$ cat config.mk
export PLATFORM = sky130hd
export DESIGN_NAME = salcp_ctrl
export DESIGN_NICKNAME = d
export VERILOG_FILES = /design/src/hw/rtl/salcp_pkg.sv /design/src/hw/rtl/salcp_ctrl.sv
export SDC_FILE = /design/constraint.sdc
export NUM_CORES = 1
export LEC_CHECK = 0
export ABC_AREA = 0
export BUFFER_PORTS_ARGS = -buffer_cell sky130_fd_sc_hd__buf_4
export CAP_MARGIN = 20
export CORE_MARGIN = 1
export CORE_UTILIZATION = 50
export CTS_BUF_LIST = sky130_fd_sc_hd__clkbuf_2
export CTS_CLUSTER_DIAMETER = 120
export DETAILED_ROUTE_END_ITERATION = 10
export PLACE_DENSITY_LB_ADDON = 0.12
export SLEW_MARGIN = 20
export SYNTH_ARGS = -nofsm -noshare
export SYNTH_HDL_FRONTEND = slang
export SYNTH_SLANG_ARGS = --single-unit
export TNS_END_PERCENT = 1
$ cat constraint.sdc
create_clock -name i_clk -period 1.5 [get_ports i_clk]
set_input_delay 0.225 -clock i_clk [delete_from_list [all_inputs] [get_ports i_clk]]
set_output_delay 0.225 -clock i_clk [all_outputs]
set_load 0.005 [all_outputs]
$ cat src/hw/rtl/salcp_pkg.sv
// Shared types and constants for the suffix array and LCP builder.
// Holds the fixed field widths, the sequencer step codes and the
// command and status bundles between controller and datapath.
package salcp_pkg;

    // Field widths of the item ports
    localparam int CODE_W = 5;
    localparam int RANK_W = 11;
    localparam int SS_W   = 11;
    localparam int LP_W   = 10;

    typedef logic [5:0] t_step;

    // Sequencer steps
    localparam t_step ST_IDLE     = 6'd0;
    localparam t_step ST_RD_ISSUE = 6'd1;
    localparam t_step ST_RD_OUT   = 6'd2;
    localparam t_step ST_INIT_RD  = 6'd3;
    localparam t_step ST_INIT_WR  = 6'd4;
    localparam t_step ST_CS_CLR   = 6'd5;
    localparam t_step ST_CS_CNT_A = 6'd6;
    localparam t_step ST_CS_CNT_B = 6'd7;
    localparam t_step ST_CS_CNT_C = 6'd8;
    localparam t_step ST_CS_PRE_A = 6'd9;
    localparam t_step ST_CS_PRE_B = 6'd10;
    localparam t_step ST_CS_PL_A  = 6'd11;
    localparam t_step ST_CS_PL_B  = 6'd12;
    localparam t_step ST_CS_PL_C  = 6'd13;
    localparam t_step ST_CS_PL_D  = 6'd14;
    localparam t_step ST_D_START  = 6'd15;
    localparam t_step ST_D_CHECK  = 6'd16;
    localparam t_step ST_D_FILL1  = 6'd17;
    localparam t_step ST_D_FILL2A = 6'd18;
    localparam t_step ST_D_FILL2B = 6'd19;
    localparam t_step ST_D_COPY_A = 6'd20;
    localparam t_step ST_D_COPY_B = 6'd21;
    localparam t_step ST_D_RR_A   = 6'd22;
    localparam t_step ST_D_RR_B   = 6'd23;
    localparam t_step ST_D_RR_C   = 6'd24;
    localparam t_step ST_D_RR_D   = 6'd25;
    localparam t_step ST_FIN_A    = 6'd26;
    localparam t_step ST_FIN_B    = 6'd27;
    localparam t_step ST_LCP_A    = 6'd28;
    localparam t_step ST_LCP_B    = 6'd29;
    localparam t_step ST_LCP_C    = 6'd30;
    localparam t_step ST_LCP_E    = 6'd31;
    localparam t_step ST_LCP_F    = 6'd32;
    localparam t_step ST_DONE     = 6'd33;

    typedef struct packed {
        t_step step;
        logic  idle;
        logic  accept;
    } t_cmd;

    typedef struct packed {
        logic in_read;
        logic in_last;
        logic rd_err;
        logic eq_n;
        logic eq_m;
        logic eq_w;
        logic i_one;
        logic go_on;
        logic le1;
        logic match;
        logic out_free;
    } t_stat;

endpackage

$ cat src/hw/rtl/salcp_ctrl.sv
// Sequencer for the suffix array and LCP builder.
// Depends on salcp_pkg; drives step commands into salcp_dp.
module salcp_ctrl
    import salcp_pkg::*;
(
    input  logic  i_clk,
    input  logic  i_rst_n,
    input  logic  i_valid,
    input  t_stat i_stat,
    output t_cmd  o_cmd
);

    t_step r_state, n_state;
    logic  r_loop, n_loop;

    assign o_cmd.step   = r_state;
    assign o_cmd.idle   = (r_state == ST_IDLE);
    assign o_cmd.accept = (r_state == ST_IDLE) && i_valid;

    always_comb begin
        n_state = r_state;
        n_loop  = r_loop;
        unique case (r_state)
            ST_IDLE: begin
                n_loop = 1'b0;
                if (i_valid) begin
                    if (i_stat.in_read) begin
                        n_state = i_stat.rd_err ? ST_RD_OUT : ST_RD_ISSUE;
                    end else if (i_stat.in_last) begin
                        n_state = ST_INIT_RD;
                    end
                end
            end
            ST_RD_ISSUE: n_state = ST_RD_OUT;
            ST_RD_OUT:   if (i_stat.out_free) n_state = ST_IDLE;
            ST_INIT_RD:  n_state = ST_INIT_WR;
            ST_INIT_WR:  n_state = i_stat.eq_n ? ST_CS_CLR : ST_INIT_RD;
            ST_CS_CLR:   if (i_stat.eq_m) n_state = ST_CS_CNT_A;
            ST_CS_CNT_A: n_state = ST_CS_CNT_B;
            ST_CS_CNT_B: n_state = ST_CS_CNT_C;
            ST_CS_CNT_C: n_state = i_stat.eq_n ? ST_CS_PRE_A : ST_CS_CNT_A;
            ST_CS_PRE_A: n_state = ST_CS_PRE_B;
            ST_CS_PRE_B: n_state = i_stat.eq_m ? ST_CS_PL_A : ST_CS_PRE_A;
            ST_CS_PL_A:  n_state = ST_CS_PL_B;
            ST_CS_PL_B:  n_state = ST_CS_PL_C;
            ST_CS_PL_C:  n_state = ST_CS_PL_D;
            ST_CS_PL_D: begin
                if (i_stat.i_one) n_state = r_loop ? ST_D_COPY_A : ST_D_START;
                else n_state = ST_CS_PL_A;
            end
            ST_D_START:  n_state = ST_D_CHECK;
            ST_D_CHECK:  n_state = i_stat.go_on ? ST_D_FILL1 : ST_FIN_A;
            ST_D_FILL1:  if (i_stat.eq_w) n_state = ST_D_FILL2A;
            ST_D_FILL2A: n_state = ST_D_FILL2B;
            ST_D_FILL2B: begin
                if (i_stat.eq_n) begin
                    n_state = ST_CS_CLR;
                    n_loop  = 1'b1;
                end else begin
                    n_state = ST_D_FILL2A;
                end
            end
            ST_D_COPY_A: n_state = ST_D_COPY_B;
            ST_D_COPY_B: n_state = i_stat.eq_n ? ST_D_RR_A : ST_D_COPY_A;
            ST_D_RR_A:   n_state = ST_D_RR_B;
            ST_D_RR_B:   n_state = ST_D_RR_C;
            ST_D_RR_C:   n_state = ST_D_RR_D;
            ST_D_RR_D:   n_state = i_stat.eq_n ? ST_D_CHECK : ST_D_RR_A;
            ST_FIN_A:    n_state = ST_FIN_B;
            ST_FIN_B:    n_state = i_stat.eq_n ? ST_LCP_A : ST_FIN_A;
            ST_LCP_A:    n_state = ST_LCP_B;
            ST_LCP_B: begin
                if (!i_stat.le1) n_state = ST_LCP_C;
                else n_state = i_stat.eq_n ? ST_DONE : ST_LCP_A;
            end
            ST_LCP_C:    n_state = ST_LCP_E;
            ST_LCP_E:    n_state = ST_LCP_F;
            ST_LCP_F: begin
                if (i_stat.match) n_state = ST_LCP_E;
                else n_state = i_stat.eq_n ? ST_DONE : ST_LCP_A;
            end
            ST_DONE:     n_state = ST_IDLE;
            default:     n_state = ST_IDLE;
        endcase
    end

    always_ff @(posedge i_clk) begin
        if (!i_rst_n) begin
            r_state <= ST_IDLE;
            r_loop  <= 1'b0;
        end else begin
            r_state <= n_state;
            r_loop  <= n_loop;
        end
    end

endmodule

Word level (Yosys, flattened, before mapping)
Index checks and enable logic that the tools add are counted.
{"block": "totals", "in_bits": 14, "output_inout_bits": 8, "reg_bits": 7}
{"block": "op_classes", "muxes": 23, "eq_ne": 38, "reduce_logical": 5}
{"op": "6-bit case mux with 33 select lines", "n": 1}
{"op": "6-bit by 5-bit == test with 1-bit output, second input constant", "n": 16}
{"op": "6-bit 2-to-1 mux", "n": 9}
{"op": "6-bit by 4-bit == test with 1-bit output, second input constant", "n": 8}
{"op": "6-bit by 3-bit == test with 1-bit output, second input constant", "n": 4}
{"op": "5-bit 2-to-1 mux", "n": 3}
{"op": "6-bit by 2-bit == test with 1-bit output, second input constant", "n": 2}
{"op": "2-bit inequality test, second input constant", "n": 5}
{"op": "3-bit 2-to-1 mux", "n": 3}
{"op": "4-bit 2-to-1 mux", "n": 2}
{"op": "6-bit by 1-bit == test with 1-bit output, second input constant", "n": 1}
{"op": "6-bit == test, second input constant", "n": 1}
{"op": "6-bit zero test", "n": 1}
{"op": "2-bit 2-to-1 mux", "n": 3}
{"op": "5-bit AND reduction", "n": 1}
{"op": "3-bit inequality test, second input constant", "n": 1}
{"op": "1-bit case mux with 2 select lines", "n": 1}
{"op": "2-bit AND reduction", "n": 1}
{"op": "2-bit nonzero test", "n": 1}
{"op": "1-bit logical AND", "n": 1}
{"op": "1-bit 2-to-1 mux", "n": 1}

Longest topological paths before layout
{"block": "depth", "word_depth": 4, "depth_mapped": 7, "ltp_nobuf": 5}

Worst setup path before layout
OpenSTA, ideal clock, no wires.
{"block": "synth_path", "kind": "flip-flop to flip-flop", "start": "register r_state[2]", "end": "register r_state[1]", "path_stages_with_launch": 8, "setup_slack_ns": -0.007, "setup_time_ns": 0.060, "arrival_time_ns": 1.447, "path_buffers": 2, "cell_sequence": "dfxtp_1 -> buf_4 -> buf_2 -> nor4_1 -> mux2i_1 -> nand3_1 -> o41ai_1 -> o311a_1"}
{"block": "synth_between", "elab_chain_len": 3, "elab_cells_between_ends": 40}
{"element": "start: declaration", "line": "salcp_ctrl.sv:13", "text": "t_step r_state, n_state;"}
{"element": "start signal: assignment", "line": "salcp_ctrl.sv:92", "text": "r_state <= n_state;"}
{"element": "6-bit by 3-bit == test with 1-bit output (tied with other cells)", "line": "salcp_ctrl.sv:23", "text": "unique case (r_state)"}
{"element": "2-bit inequality test (no source line) or 3-bit inequality test (tied branches)"}
{"element": "5-bit AND reduction (no source line)"}
Several ways; a longest one is shown, not always the timed one.
A chain may end at the register's enable or synchronous reset.

==> out/results.tsv <==
metric	value	unit
VDD IR max	1.12	mV
Initial DRT Pass Iterations	6	
gr ovfl total	0	
critical setup path kind	register to output pin	
register area share after synthesis	0.135	
post-route DRC violation count	0	
share of cells above drive strength 1	0.459	
cell taking the most area after synthesis	dfxtp_1	
P&R area growth vs syn	60.2	%
sinks on the clock net	7	
cells on worst reg2reg path	6	
final WL	4160	um
gpl congestion	0.984	
top post-synthesis cells by area	dfxtp_1 (13%), nor2b_1 (5.4%), nand3_1 (4.8%)	
violated checks	negative setup slack	
setup slack, reg-to-reg	-0.20	ns
critical path arrival	1.49	ns
post-DP HPWL	2840	um
max_cap viols	0	
Finished Cell Area	0.00167	sq mm
Tot Pwr	0.00195	W
max-slew violations	0	
Syn Inst Count	147	
Top Family by Delay on Critical Path	simple AND/OR/NAND/NOR gates	
pin count of the biggest net entering global routing	16	
Clock Path Buffers	2	
port bufs	21	
CTS clock-pin slew for the worst setup and hold paths	0.10	ns
FP Rows	16	
Top cell by count, worst path	buf_4	
ANT cells	0	
slowest stage delay, CP	0.38	ns
pwr dens	1170	mW/mm^2
Final ANT Viol Nets	0	
DP Area	0.00149	sq mm
CTS tree	yes	
Async S/R FF share, synth	0	
DIE WIDTH	47.6	um
CP cell instances	buf_6 > nor4_4 > buf_4 > and3_1 > buf_4	
min Tclk post-route	1.72	ns
setup violators final	8	
Synth Register Bits	7	
Synth Net Count	161	
Levels on crit path	5	
Vias per Instance	6.42	
area of the core	0.00196	sq mm
status	finished with violations	
Critical Path RT	1.27	ns
synthesized area per cell	7.08	sq um
H-tree depth	1	
clk_lat worst skew	0.26	ns
fin nets	220	
Initial Utilization	0.531	
f_max	583	MHz
Post-synth EDFFs	0	
Hold Crit Depth	2	
period utilization	1.14	
highest-delay cell along the critical path	dfxtp_4	
library cells used by synthesis	53	
skew final	0.0123	ns
post-synth top area share	0.135	
vias in the first global route	1283	
clock buffer count from CTS	3	
crit path max fanout	8	
Bufs and invs on worst path	3	
First DRT Iteration DRCs	77	
Final Hold Fails	0	
worst slew pin tran	0.326	ns
CP endpoint kind	output pin	
first-pass GRT wire length	6070	um
worst min path class	primary input to register	
CP startpoint kind	register	
CTS Root Cell	clkbuf_2	
Die Ht	47.6	um
all-layer global routing usage	0.386	
per-cell routed wire length	17.9	um
slew margin rel.	0.781	
Leakage	0.749	nW
RSZ-0062 raised after global routing	yes	
Cell Area, Synth	0.00104	sq mm
setup ws final	-0.216	ns
IO Pins	22	
Synth Flop Type	dfxtp_1	
initial antenna violation count	0	
Synth Warn #	0	
via count	1489	
Hold Buf Count CTS	0	
die footprint	0.00227	sq mm
[cell usage after synthesis, types with 2 or more instances]
cell type	n
o22ai_1	2
o21ai_0	8
o221ai_1	2
xor2_1	2
nor3b_1	2
nor2_1	8
and2_1	2
nand2b_1	6
a22oi_1	3
a21oi_1	4
nor4_1	4
nor2b_1	9
buf_2	5
o21ai_1	7
or4_1	2
o21a_1	2
nor3_1	3
inv_1	3
buf_4	6
mux2i_1	2
nand3_1	10
dfxtp_1	7
nand4_1	5
nand2_1	12
buf_6	3
[final cells by class]
class	count	area [sq um]
Clock buffer	4	20.0
Fill cell	130	294
Inverter	3	11.3
Multi-Input combinational cell	123	870
Sequential cell	7	154
Tap cell	27	33.8
Timing Repair Buffer	68	579
[flip-flops by register name (all words and copies together), names as in the netlist]
name and count:
r_state 6, r_loop 1
[report_power, final]
group	internal, W	total, W	switching, W
combinational	0.000804	0.00150	0.000692
sequential	0.000227	0.000294	0.0000668
clock	0.0000708	0.000161	0.0000903
total	0.00110	0.00195	0.000849
[stage by stage]
stage               setup TNS [ns]   util  hold WS (ns)  instances  worst slack [ns]
finish                       -1.23  0.850         0.251        232            -0.216
global route                 -1.63  0.850         0.241        232            -0.286
CTS                         -0.853  0.825         0.239        231            -0.178
detailed placement           -1.20  0.757         0.501        221            -0.302
global placement            -0.760  0.757         0.498        221            -0.196
floorplan                        0      -         0.343        147           0.00283
[cell families (layout without fill, tap and decap cells)]
| group | Yosys count | count (layout) | share of synthesized area |
|---|---|---|---|
| AND/OR/NAND/NOR | 75 | 75 | 0.429 |
| AO/OA/AOI/OAI | 44 | 44 | 0.290 |
| buffers and inverters | 17 | 75 | 0.111 |
| flip-flops | 7 | 7 | 0.135 |
| XOR/XNOR | 2 | 2 | 0.0168 |
| multiplexers | 2 | 2 | 0.0192 |
[worst register-to-register path: cells and delay by family, from the launching register on]
| family | cells | cell delay [ns] |
|---|---|---|
| buf+inv | 1 | 0.15 |
| flops | 1 | 0.38 |
| simple gates | 1 | 0.16 |
| compound gates | 4 | 0.91 |
[final timing paths]
kind / startpoint / to
max: r_state[2] / o_cmd[0]
min: i_rst_n / r_loop
max reg2reg: r_state[1] / r_state[1]
min reg2reg: r_loop / r_loop
[per-layer routing]
| layer | share of wire | GRT usage |
|---|---|---|
| met4 | 0.055 | 0.194 |
| met2 | 0.48 | 0.622 |
| met1 | 0.38 | 0.463 |
| met3 | 0.085 | 0.121 |
| met5 | 0 | 0 |
[cell usage in the layout (no fill, tap or decap), types with 2 or more instances in the layout]
cell,Yosys,final
nor4_4,1,2
dfxtp_4,0,3
nor2_4,0,2
xor2_1,2,2
nand4_1,5,5
nand2_1,12,12
nand2b_1,6,6
clkbuf_2,0,4
nor4_1,4,2
nor3_1,3,3
o21a_1,2,2
nor2b_2,1,2
a22oi_1,3,3
o221ai_1,2,2
o22ai_1,2,2
nor3b_1,2,2
inv_1,3,2
o21ai_0,8,8
or4_1,2,2
o21ai_1,7,6
buf_12,0,4
and2_1,2,2
nand3_1,10,9
a21oi_1,4,4
nor2_1,8,7
dfxtp_1,7,2
buf_4,6,59
dfxtp_2,0,2
nor2b_1,9,7
buf_6,3,5
[what timing repair did]
action / 4_1_cts / 5_1_grt
pin swaps: 7 / 3
setup buffers: 6 / 1
setup endpoints to repair: 8 / 9
cloned: 0 / 0
resized for setup: 21 / 9
Power figures use the tool's default switching activity.
